$ cat config.mk
export PLATFORM = sky130hd
export DESIGN_NAME = window_pool_mean_min_max_unit_flat
export DESIGN_NICKNAME = d
export VERILOG_FILES = /design/src/hdl/wpmm_pkg.sv /design/src/hdl/wpmm_feat_if.sv /design/src/hdl/wpmm_pooled_if.sv /design/src/hdl/wpmm_cfg_if.sv /design/src/hdl/window_pool_mean_min_max_unit.sv /design/src/flat_wrapper.sv
export SDC_FILE = /design/constraint.sdc
export NUM_CORES = 1
export LEC_CHECK = 0
export ABC_AREA = 0
export BUFFER_PORTS_ARGS = -buffer_cell sky130_fd_sc_hd__buf_4
export CAP_MARGIN = 20
export CORE_ASPECT_RATIO = 1.25
export CORE_MARGIN = 1.5
export CORE_UTILIZATION = 57
export CTS_CLUSTER_SIZE = 24
export DETAILED_ROUTE_END_ITERATION = 7
export GPL_TIMING_DRIVEN = 0
export PLACE_DENSITY = 0.73
export SYNTH_ARGS = -nofsm -noshare
export SYNTH_HDL_FRONTEND = slang
export SYNTH_SLANG_ARGS = --single-unit
$ cat constraint.sdc
create_clock -name clk -period 7.55 [get_ports clk]
set_clock_uncertainty 0.05 [all_clocks]
set_input_delay 1.51 -clock clk [delete_from_list [all_inputs] [get_ports clk]]
set_output_delay 1.51 -clock clk [all_outputs]
set_load 0.005 [all_outputs]
$ cat src/hdl/wpmm_pkg.sv
// ----------------------------------------------------------------------------
// wpmm_pkg: shared definitions of the 2x2 window pooling unit
// Sample and partial widths, output field widths, pooling mode codes and
// the default feature map geometry.
// ----------------------------------------------------------------------------
`default_nettype none

package wpmm_pkg;

	localparam int SAMPLE_BITS = 16;
	// A window partial holds the sum of four samples without loss.
	localparam int PART_BITS = SAMPLE_BITS + 2;
	localparam int CHAN_IDX_BITS = 4;
	localparam int OUT_POS_BITS = 2;
	localparam int MODE_BITS = 2;

	// Pooling mode codes. The unused code behaves as maximum.
	localparam logic [MODE_BITS-1:0] MODE_MEAN = 2'd0;
	localparam logic [MODE_BITS-1:0] MODE_MIN = 2'd1;
	localparam logic [MODE_BITS-1:0] MODE_MAX = 2'd2;
	localparam logic [MODE_BITS-1:0] MODE_RESET = MODE_MAX;

	localparam int CHANNELS_DEF = 16;
	localparam int ROWS_IN_DEF = 8;
	localparam int COLS_IN_DEF = 8;

endpackage

`default_nettype wire

$ cat src/hdl/wpmm_feat_if.sv
// ----------------------------------------------------------------------------
// wpmm_feat_if: feature sample channel
// Carries one signed feature sample per item with a valid/ready handshake.
// ----------------------------------------------------------------------------
`default_nettype none

interface wpmm_feat_if import wpmm_pkg::*; ();

	logic valid;
	logic ready;
	logic signed [SAMPLE_BITS-1:0] sample;

	modport source (output valid, output sample, input ready);
	modport sink (input valid, input sample, output ready);

endinterface

`default_nettype wire

$ cat src/hdl/wpmm_pooled_if.sv
// ----------------------------------------------------------------------------
// wpmm_pooled_if: pooled result channel
// Carries one pooled value with its channel, output position and end-of-map
// flag per item, with a valid/ready handshake.
// ----------------------------------------------------------------------------
`default_nettype none

interface wpmm_pooled_if import wpmm_pkg::*; ();

	logic valid;
	logic ready;
	logic signed [SAMPLE_BITS-1:0] pooled_value;
	logic [CHAN_IDX_BITS-1:0] channel_index;
	logic [OUT_POS_BITS-1:0] out_row;
	logic [OUT_POS_BITS-1:0] out_col;
	logic map_done;

	modport source (
		output valid, output pooled_value, output channel_index,
		output out_row, output out_col, output map_done, input ready
	);
	modport sink (
		input valid, input pooled_value, input channel_index,
		input out_row, input out_col, input map_done, output ready
	);

endinterface

`default_nettype wire

$ cat src/hdl/wpmm_cfg_if.sv
// ----------------------------------------------------------------------------
// wpmm_cfg_if: configuration write channel
// Carries a new pooling mode per write with a valid/ready handshake.
// ----------------------------------------------------------------------------
`default_nettype none

interface wpmm_cfg_if import wpmm_pkg::*; ();

	logic valid;
	logic ready;
	logic [MODE_BITS-1:0] pool_mode;

	modport source (output valid, output pool_mode, input ready);
	modport sink (input valid, input pool_mode, output ready);

endinterface

`default_nettype wire

$ cat src/hdl/window_pool_mean_min_max_unit.sv
// ----------------------------------------------------------------------------
// window_pool_mean_min_max_unit: streaming 2x2 mean/min/max pooling
// Pools non-overlapping 2x2 windows per channel of a feature map that
// arrives in row, column, channel order, and emits one result per window.
// ----------------------------------------------------------------------------
//
//  Port    Role   Payload                                          Per item
//  ------  -----  -----------------------------------------------  -----------
//  feat    sink   sample                                           one sample
//  pooled  source pooled_value, channel_index, out_row, out_col,   one window
//                 map_done
//  cfg     sink   pool_mode                                        one write
//
// The unit accepts one sample in every clock cycle unless a held result
// stalls its input. A sample is taken into stage one together with its
// window partial, which is read from the partial memory as it is accepted;
// when stage one moves on, the updated partial is written back and, on a
// window's last sample, the result register is loaded from stage one. A
// write that lands on the entry being read in the same cycle is forwarded
// around the memory.
// Reset clears the stream position, the valid flags and sets the mode to
// maximum; the partial memory is not cleared, because every window's first
// sample writes its entry before it is read. When the result register is
// full and not taken, stage one holds if it carries a result, and input
// stalls behind it; samples without a result keep flowing.
// ----------------------------------------------------------------------------
`default_nettype none

module window_pool_mean_min_max_unit import wpmm_pkg::*; #(
	parameter int CHANNELS = CHANNELS_DEF,
	parameter int ROWS_IN = ROWS_IN_DEF,
	parameter int COLS_IN = COLS_IN_DEF
) (
	input wire logic clk,
	input wire logic arst_n,
	wpmm_feat_if.sink feat,
	wpmm_pooled_if.source pooled,
	wpmm_cfg_if.sink cfg
);

	// Geometry. Rows and columns that do not complete a window are skipped.
	localparam int OUT_ROWS = ROWS_IN / 2;
	localparam int OUT_COLS = COLS_IN / 2;
	localparam int ROWS_USED = 2 * OUT_ROWS;
	localparam int COLS_USED = 2 * OUT_COLS;
	localparam int PART_DEPTH = OUT_COLS * CHANNELS;
	localparam int CH_W = (CHANNELS > 1) ? $clog2(CHANNELS) : 1;
	localparam int RW = $clog2(ROWS_IN);
	localparam int CW = $clog2(COLS_IN);
	localparam int AW = (PART_DEPTH > 1) ? $clog2(PART_DEPTH) : 1;

	// Stream position of the next sample.
	logic [CH_W-1:0] ch_q;
	logic [CW-1:0] col_q;
	logic [RW-1:0] row_q;
	logic [MODE_BITS-1:0] mode_q;

	// Stage one: the accepted sample, its partial and its window bookkeeping.
	logic s1_valid_q;
	logic signed [SAMPLE_BITS-1:0] sample_s1;
	logic signed [PART_BITS-1:0] part_s1;
	logic [AW-1:0] addr_s1;
	logic use_s1;
	logic first_s1;
	logic emit_s1;
	logic done_s1;
	logic [MODE_BITS-1:0] mode_s1;
	logic [CHAN_IDX_BITS-1:0] chan_s1;
	logic [OUT_POS_BITS-1:0] orow_s1;
	logic [OUT_POS_BITS-1:0] ocol_s1;

	// Result register.
	logic out_valid_q;
	logic signed [SAMPLE_BITS-1:0] res_value_q;
	logic [CHAN_IDX_BITS-1:0] res_chan_q;
	logic [OUT_POS_BITS-1:0] res_row_q;
	logic [OUT_POS_BITS-1:0] res_col_q;
	logic res_done_q;

	// Window partials, one per output column and channel of the open row pair.
	logic signed [PART_BITS-1:0] part_mem [PART_DEPTH];

	logic in_fire;
	logic out_free;
	logic s1_go;
	logic load_out;
	logic wr_en;
	logic [AW-1:0] rd_addr;
	logic in_range;
	logic is_first;
	logic is_last;
	logic is_done;
	logic ch_wrap;
	logic col_wrap;
	logic row_wrap;
	logic [CH_W+CHAN_IDX_BITS-1:0] ch_wide;
	logic [RW+OUT_POS_BITS-1:0] row_wide;
	logic [CW+OUT_POS_BITS-1:0] col_wide;
	logic signed [PART_BITS-1:0] s_ext;
	logic signed [PART_BITS-1:0] p_new;
	logic signed [SAMPLE_BITS-1:0] value_new;

	// Handshakes. Stage one moves on unless it carries a result that the
	// full result register cannot take.
	assign out_free = !out_valid_q || pooled.ready;
	assign s1_go = s1_valid_q && (!emit_s1 || out_free);
	assign feat.ready = !s1_valid_q || s1_go;
	assign in_fire = feat.valid && feat.ready;
	assign load_out = s1_go && emit_s1;
	assign wr_en = s1_go && use_s1;
	assign cfg.ready = 1'b1;

	// Position decode of the incoming sample.
	assign in_range = (row_q <= RW'(ROWS_USED - 1)) && (col_q <= CW'(COLS_USED - 1));
	assign is_first = !row_q[0] && !col_q[0];
	assign is_last = row_q[0] && col_q[0];
	assign is_done = (row_q == RW'(ROWS_USED - 1)) && (col_q == CW'(COLS_USED - 1))
		&& (ch_q == CH_W'(CHANNELS - 1));
	assign rd_addr = AW'((int'(col_q) >> 1) * CHANNELS + int'(ch_q));
	assign ch_wide = {{CHAN_IDX_BITS{1'b0}}, ch_q};
	assign row_wide = {{OUT_POS_BITS{1'b0}}, row_q};
	assign col_wide = {{OUT_POS_BITS{1'b0}}, col_q};

	assign ch_wrap = (ch_q == CH_W'(CHANNELS - 1));
	assign col_wrap = (col_q == CW'(COLS_IN - 1));
	assign row_wrap = (row_q == RW'(ROWS_IN - 1));

	always_ff @(posedge clk or negedge arst_n) begin
		if (!arst_n) begin
			ch_q <= '0;
			col_q <= '0;
			row_q <= '0;
		end else if (in_fire) begin
			if (ch_wrap) begin
				ch_q <= '0;
				if (col_wrap) begin
					col_q <= '0;
					row_q <= row_wrap ? '0 : row_q + 1'b1;
				end else begin
					col_q <= col_q + 1'b1;
				end
			end else begin
				ch_q <= ch_q + 1'b1;
			end
		end
	end

	always_ff @(posedge clk or negedge arst_n) begin
		if (!arst_n) begin
			mode_q <= MODE_RESET;
		end else if (cfg.valid && cfg.ready) begin
			mode_q <= cfg.pool_mode;
		end
	end

	always_ff @(posedge clk or negedge arst_n) begin
		if (!arst_n) begin
			s1_valid_q <= 1'b0;
		end else if (feat.ready) begin
			s1_valid_q <= feat.valid;
		end
	end

	always_ff @(posedge clk) begin
		if (in_fire) begin
			sample_s1 <= feat.sample;
			addr_s1 <= rd_addr;
			use_s1 <= in_range;
			first_s1 <= is_first;
			emit_s1 <= in_range && is_last;
			done_s1 <= is_done;
			mode_s1 <= mode_q;
			chan_s1 <= ch_wide[CHAN_IDX_BITS-1:0];
			orow_s1 <= row_wide[OUT_POS_BITS:1];
			ocol_s1 <= col_wide[OUT_POS_BITS:1];
		end
	end

	// Partial memory: one write and one registered read a cycle, with the
	// write forwarded when both touch the same entry.
	always_ff @(posedge clk) begin
		if (wr_en) begin
			part_mem[addr_s1] <= p_new;
		end
		if (in_fire) begin
			if (wr_en && (addr_s1 == rd_addr)) begin
				part_s1 <= p_new;
			end else begin
				part_s1 <= part_mem[rd_addr];
			end
		end
	end

	// Combine the sample into its window partial. A window's first sample
	// seeds the partial in every mode; the sum wraps within the partial.
	always_comb begin
		s_ext = PART_BITS'(sample_s1);
		if (first_s1) begin
			p_new = s_ext;
		end else begin
			case (mode_s1)
				MODE_MEAN: p_new = part_s1 + s_ext;
				MODE_MIN: p_new = (s_ext < part_s1) ? s_ext : part_s1;
				default: p_new = (s_ext > part_s1) ? s_ext : part_s1;
			endcase
		end
		// The mean drops two bits, which floors the quarter of the sum.
		if (mode_s1 == MODE_MEAN) begin
			value_new = p_new[PART_BITS-1:2];
		end else begin
			value_new = p_new[SAMPLE_BITS-1:0];
		end
	end

	always_ff @(posedge clk or negedge arst_n) begin
		if (!arst_n) begin
			out_valid_q <= 1'b0;
		end else if (load_out) begin
			out_valid_q <= 1'b1;
		end else if (pooled.ready) begin
			out_valid_q <= 1'b0;
		end
	end

	always_ff @(posedge clk) begin
		if (load_out) begin
			res_value_q <= value_new;
			res_chan_q <= chan_s1;
			res_row_q <= orow_s1;
			res_col_q <= ocol_s1;
			res_done_q <= done_s1;
		end
	end

	assign pooled.valid = out_valid_q;
	assign pooled.pooled_value = res_value_q;
	assign pooled.channel_index = res_chan_q;
	assign pooled.out_row = res_row_q;
	assign pooled.out_col = res_col_q;
	assign pooled.map_done = res_done_q;

endmodule

`default_nettype wire

$ cat src/flat_wrapper.sv
// flat-port wrapper written by rule: the top's interface ports become plain ports
module window_pool_mean_min_max_unit_flat import wpmm_pkg::*;
#(
	parameter int CHANNELS = CHANNELS_DEF,
	parameter int ROWS_IN = ROWS_IN_DEF,
	parameter int COLS_IN = COLS_IN_DEF
)
  (clk, arst_n, feat_valid, feat_sample, feat_ready, pooled_valid, pooled_pooled_value, pooled_channel_index, pooled_out_row, pooled_out_col, pooled_map_done, pooled_ready, cfg_valid, cfg_pool_mode, cfg_ready);
  wpmm_feat_if feat_i ();
  wpmm_pooled_if pooled_i ();
  wpmm_cfg_if cfg_i ();
  input wire logic clk;
  input wire logic arst_n;
  input wire logic [$bits(feat_i.valid)-1:0] feat_valid;
  input wire logic [$bits(feat_i.sample)-1:0] feat_sample;
  output wire logic [$bits(feat_i.ready)-1:0] feat_ready;
  output wire logic [$bits(pooled_i.valid)-1:0] pooled_valid;
  output wire logic [$bits(pooled_i.pooled_value)-1:0] pooled_pooled_value;
  output wire logic [$bits(pooled_i.channel_index)-1:0] pooled_channel_index;
  output wire logic [$bits(pooled_i.out_row)-1:0] pooled_out_row;
  output wire logic [$bits(pooled_i.out_col)-1:0] pooled_out_col;
  output wire logic [$bits(pooled_i.map_done)-1:0] pooled_map_done;
  input wire logic [$bits(pooled_i.ready)-1:0] pooled_ready;
  input wire logic [$bits(cfg_i.valid)-1:0] cfg_valid;
  input wire logic [$bits(cfg_i.pool_mode)-1:0] cfg_pool_mode;
  output wire logic [$bits(cfg_i.ready)-1:0] cfg_ready;
  assign feat_i.valid = feat_valid;
  assign feat_i.sample = feat_sample;
  assign feat_ready = feat_i.ready;
  assign pooled_valid = pooled_i.valid;
  assign pooled_pooled_value = pooled_i.pooled_value;
  assign pooled_channel_index = pooled_i.channel_index;
  assign pooled_out_row = pooled_i.out_row;
  assign pooled_out_col = pooled_i.out_col;
  assign pooled_map_done = pooled_i.map_done;
  assign pooled_i.ready = pooled_ready;
  assign cfg_i.valid = cfg_valid;
  assign cfg_i.pool_mode = cfg_pool_mode;
  assign cfg_ready = cfg_i.ready;
  window_pool_mean_min_max_unit #(.CHANNELS(CHANNELS), .ROWS_IN(ROWS_IN), .COLS_IN(COLS_IN)) u_core (.clk(clk), .arst_n(arst_n), .feat(feat_i), .pooled(pooled_i), .cfg(cfg_i));
endmodule
==> metrics.txt, run 1 <==
fmax 196 MHz; Die H 334 um; GR Overflow Total 0; ranking of synthesized cells by area edfxtp_1, mux4_2, mux2i_1, mux2_2, a21oi_1; syn avg cell area 18.0 sq um; Sink Count 1239; final core utilization 0.659; largest net degree at the start of global routing 68; DR vias/cell 6.79; Post-Synthesis Cells 2782; leading area contributor after synthesis edfxtp_1; wire length of the first global-routing pass 207000 um; register bit count reported by yosys 1239; clock slew at reported path FFs 60 ps; CTS Buf Count 112; Critical Path Source Type flip-flop; All-Layer GR Usage 0.333; DR iter-0 viols 4188; Seq/Total Area, Yosys 0.741; worst-margin pin slew 1240 ps; crit share post-route 0.675; DP HPWL 105000 um; final wirelength 148000 um; final hold violations 0; layout cells sized above 1 0.224; Routed Antenna Nets 0; drt drc 0; Starting Density 0.576; syn nets 2846; clk_lat worst skew 720 ps; vias in the first global route 29100; Crit path arrival time 5420 ps; die area 89700 sq um; vias after detailed routing 29200; EDFF count, synth 1225; TritonRoute pass-1 iters 6; Synth cell types 83; initial antenna violation count 11; post-CTS resize count 0; Net count, final 3102; Die X-Extent 268 um; Hold/Removal Path Class flip-flop to flip-flop; mapped cell area 50100 sq um; Longest Clk Path Bufs 3; Synth Warn # 0; post-synthesis async set-or-reset flop share 0.0113; area grow syn2layout 14.5%; fill count 5659; Max Slew Vio Count 0; commonest non-fill, non-tap cell in the layout edfxtp_1; Max Cap Viol 0; post-CTS setup buffers 0; DR WL/cell 34.4 um; CP required 7870 ps; Leak 18.8 nW; Rel. slew slack 0.176; crit path max fanout 48; post-synth top area share 0.734; Placer Congestion 0.982; Tmin final 5090 ps; # IOs 51; # rows 121; Peak VDD IR 0.000214 V; critical setup path kind flip-flop to flip-flop; status finished clean; RSZ-0062 raised after global routing false; PortBufs 49; Final Setup Violations 0; Setup crit end kind flip-flop; htree depth 3; DP Area 53800 sq um; commonest cells after routing, fill and taps aside edfxtp_1, mux2i_1, a21oi_1; Hold Buf Count CTS 0; TritonCTS clock tree yes; final instance area 57400 sq um; core box area 87100 sq um; Cell Pwr Density 373 nW/um^2; top_reg_cell synth edfxtp_1; clock root buffer clkbuf_16
[metrics by stage]
step / total power [mW] / worst slack [ps] / cells / hold slack, ps / TNS [ps]
final: 21.4 / 2460 / 4304 / 371 / 0
after detailed placement: 15.7 / 2690 / 4090 / 359 / 0
after global placement: 15.3 / -2490 / 3999 / 355 / -303870
after global routing: 21.8 / 2440 / 4301 / 387 / 0
after CTS: 21.2 / 2640 / 4299 / 373 / 0
after floorplan: 12.5 / 1730 / 2782 / 350 / 0
[where the power goes]
group | switching (mW) | total (mW) | internal, mW
logic | 5.07 | 7.19 | 2.12
clock network | 2.51 | 5.58 | 3.07
registers | 0.135 | 8.65 | 8.51
[cells in the mapped netlist (8+ instances only)]
cell	number
nand3_1	12
clkbuf_1	82
a21oi_1	171
nor2b_1	16
buf_1	13
inv_1	39
o221ai_1	73
nand2_1	120
mux2_2	88
nand2b_1	9
dfrtp_1	13
edfxtp_1	1225
xnor2_1	10
and3_1	11
nor2_1	106
o21ai_0	104
nor3_1	13
a211oi_1	9
ha_1	40
xor2_1	8
mux4_2	162
buf_2	44
mux2i_1	224
o22ai_1	75
[final timing paths]
check / start / slack [ps] / cells past startpoint / end
min in group asynchronous: arst_n / 640 / 1 / u_core.ch_q[0]
worst max register to register: u_core.sample_s1[15] / 2460 / 12 / u_core.part_mem[45][10]
worst max-delay path: u_core.sample_s1[15] / 2460 / 12 / u_core.part_mem[45][10]
max in group asynchronous: arst_n / 6540 / 1 / u_core.mode_q[1]
worst min-delay path: u_core.orow_s1[1] / 370 / 0 / u_core.pooled.out_row[1]
worst min register to register: u_core.orow_s1[1] / 370 / 0 / u_core.pooled.out_row[1]
[layout make-up]
class	count	area, sq um	share of cell area
sequential	1239	37100	0.647
multi-input combinational	1361	12500	0.217
clock buffer	139	2970	0.0517
timing repair buffer	142	1970	0.0343
tap	1168	1460	0.0255
buffer	142	604	0.0105
clock inverter	70	599	0.0104
inverter	40	150	0.00262
antenna	3	7.51	0.000131
[worst max-delay path, stage by stage, from the launching register on]
cell,delay (ps)
edfxtp_1,620
ha_1,560
and3_1,310
nand3_2,150
nor3_2,190
nand2b_1,120
buf_4,190
nand2_4,110
a221o_1,340
buf_6,170
a222oi_1,1070
inv_2,480
buf_12,320
[sequential cells by signal, summed over array words and instances, names as in the netlist, 3 cells and up]
signal	flops
u_core.sample_s1	16
u_core.col_q	3
u_core.ch_q	4
u_core.pooled.pooled_value	16
u_core.part_mem	1152
u_core.chan_s1	3
u_core.pooled.channel_index	4
u_core.part_s1	18
u_core.row_q	3
[cell families after synthesis]
| family | synth area share |
|---|---|
| xor+xnor | 0.00315 |
| other cells | 0.0000748 |
| buf+inv | 0.0150 |
| compound gates | 0.0645 |
| simple gates | 0.0284 |
| mux | 0.137 |
| flops | 0.741 |
| fa+ha+maj | 0.0104 |
[metal layers]
| metal | GRT usage | vias up | part of all wire |
|---|---|---|---|
| met2 | 0.541 | 2002 | 0.48 |
| li1 | - | 11800 | - |
| met5 | 0 | - | 0.00047 |
| met3 | 0.0725 | 475 | 0.10 |
| met1 | 0.405 | 14900 | 0.34 |
| met4 | 0.214 | 10 | 0.073 |
Note: power is estimated with default switching activity, not from simulation.
==> inputs of run 2 (changes only) <==
--- a/config.mk
+++ b/config.mk
@@ -14,7 +14,7 @@
 export CTS_CLUSTER_SIZE = 24
 export DETAILED_ROUTE_END_ITERATION = 7
 export GPL_TIMING_DRIVEN = 0
-export PLACE_DENSITY = 0.73
+export PLACE_DENSITY = 0.76
 export SYNTH_ARGS = -nofsm -noshare
 export SYNTH_HDL_FRONTEND = slang
 export SYNTH_SLANG_ARGS = --single-unit
==> constraint.sdc (replaced) <==
create_clock -name clk -period 4.5 [get_ports clk]
set_clock_uncertainty 0.05 [all_clocks]
set_input_delay 0.9 -clock clk [delete_from_list [all_inputs] [get_ports clk]]
set_output_delay 0.9 -clock clk [all_outputs]
set_load 0.005 [all_outputs]
==> metrics.txt, run 2 (synthesis gave the netlist of run 1 again) <==
status finished clean; Max Slew Vio Count 0; core box area 87100 sq um; initial antenna violation count 13; Critical Path Source Type flip-flop; Cell Pwr Density 628 nW/um^2; drt drc 0; commonest cells after routing, fill and taps aside edfxtp_1, mux2i_1, a21oi_1; All-Layer GR Usage 0.338; Setup crit end kind flip-flop; Int Pwr 23.3 mW; crit path max fanout 10; CP required 5000 ps; Layout Cells excl Fill 4311; Reg power frac 0.400; vias after detailed routing 29100; Leak 19.0 nW; commonest non-fill, non-tap cell in the layout edfxtp_1; Peak VDD IR 0.000376 V; Largest Register u_core.part_mem; Max Cap Viol 0; # IOs 51; Sw Share 0.358; RSZ-0062 raised after global routing false; r2r startpoint u_core.ch_q[0]; die area 89700 sq um; layout cells sized above 1 0.230; GR Overflow Total 0; clock slew at reported path FFs 70 ps; Rel. slew slack 0.159; Placer Congestion 0.956; Net count, final 3110; Routed Antenna Nets 0; clock network power share 0.262; final wirelength 150000 um; crit share post-route 0.992; flop2flop setup slack 30 ps; net switching power 13.0 mW; area grow syn2layout 15.2%; wire length of the first global-routing pass 208000 um; critical setup path kind flip-flop to flip-flop; final hold violations 0; Hold Startpoint feat_sample[8]; DR WL/cell 34.9 um; CTS Buf Count 111; Tot Pwr 36.3 mW; Crit path arrival time 4970 ps; DR iter-0 viols 4111; DP HPWL 106000 um; r2r worst-path depth 11; setup tns final 0 ps; placed insts 4089; Cells on Worst Hold Path 1; clk_lat worst skew 710 ps; htree depth 3; Hold/Removal Path Class input pin to flip-flop; Logic pwr share 0.337; Hold EP u_core.sample_s1[8]; Tmin final 4470 ps; PortBufs 49; # rows 121; final core utilization 0.663; TritonCTS clock tree yes; max reg flops 1152; worst-margin pin slew 1260 ps; Longest Clk Path Bufs 3; fmax 224 MHz; Sink Count 1239; clock root buffer clkbuf_16; largest net degree at the start of global routing 50; Final Setup Violations 0; Die H 334 um; vias in the first global route 28700; Starting Density 0.576; Die X-Extent 268 um; TritonRoute pass-1 iters 6; biggest regs u_core.part_mem (1152), u_core.part_s1 (18); DR vias/cell 6.74; worst r2r dst u_core.part_s1[8]
run 2: cell count changes in the layout (fill, tap and decap cells not counted), sizes merged:
| cell | before | now |
|---|---|---|
| inv | 45 | 43 |
| buf | 202 | 209 |
| bufinv | 8 | 12 |
| clkinv | 49 | 56 |
| dlygate4sd3 | 0 | 1 |
| a21oi | 172 | 173 |
| clkbuf | 221 | 210 |
run 2: worst max-delay path by stage:
stage,from,to,slack (ps),cells after the start
2_1_floorplan,u_core.sample_s1[15],u_core.part_mem[0][15],50,10
3_3_place_gp,u_core.sample_s1[15],u_core.part_mem[42][15],-2890,10
3_5_place_dp,u_core.sample_s1[0],u_core.part_mem[44][14],-210,12
4_1_cts,u_core.sample_s1[0],u_core.part_mem[44][12],140,11
5_1_grt,u_core.sample_s1[0],u_core.part_mem[46][14],10,12
6_report,u_core.ch_q[0],u_core.part_s1[8],30,11
run 2: area by class of cell:
cell class / instances / area (sq um)
antenna: 3 / 7.51
buffer: 142 / 603
clock buffer: 128 / 2930
clock inverter: 79 / 722
fill: 5575 / 29300
inverter: 40 / 155
multi-input combinational: 1362 / 12500
sequential: 1239 / 37100
tap: 1168 / 1460
timing repair buffer: 150 / 2190
run 2: critical path: stages, from the launching register on:
cell and delay [ps]:
dfrtp_1 390, clkbuf_1 280, buf_2 290, buf_2 570, buf_2 540, mux2i_1 130, o21ai_0 460, o22ai_1 180
a21oi_1 730, mux4_2 500, nand2_1 80, o21ai_0 90
run 2: timing repair:
action / CTS / global route
pin swaps: 1 / 1
endpoints found under the setup margin: 148 / 149
endpoints found under the hold margin: 13 / 0
setup buffers: 2 / 1
gates resized for setup: 3 / 9
hold buffers: 1 / 0
cloned: 0 / 1
run 2: per-stage QoR:
| stage | instance area, sq um | worst slack [ps] | hold slack (ps) |
|---|---|---|---|
| after detailed placement | 53900 | -207 | 365 |
| after global routing | 57700 | 10.8 | 316 |
| after CTS | 57600 | 137 | 296 |
| after global placement | 52000 | -2890 | 355 |
| after floorplan | 50100 | 52.5 | 350 |
| final | 57700 | 34.9 | 320 |
run 2: per-layer routing:
metal / global-route usage / share of wire / vias to the layer above
li1: - / - / 11900
met1: 0.400 / 0.33 / 14600
met2: 0.545 / 0.48 / 2066
met3: 0.0805 / 0.11 / 520
met4: 0.236 / 0.081 / 6
met5: 0 / 0.00023 / -
run 2: power by group through the flow:
stage               sequential (mW)  clock [mW]  combinational, mW
finish                         14.5        9.52               12.2
global placement               14.9           0               10.8
floorplan                      14.7           0               6.22
global route                   14.5        9.96               12.5
detailed placement             14.7           0               11.6
CTS                            14.5        9.54               11.7
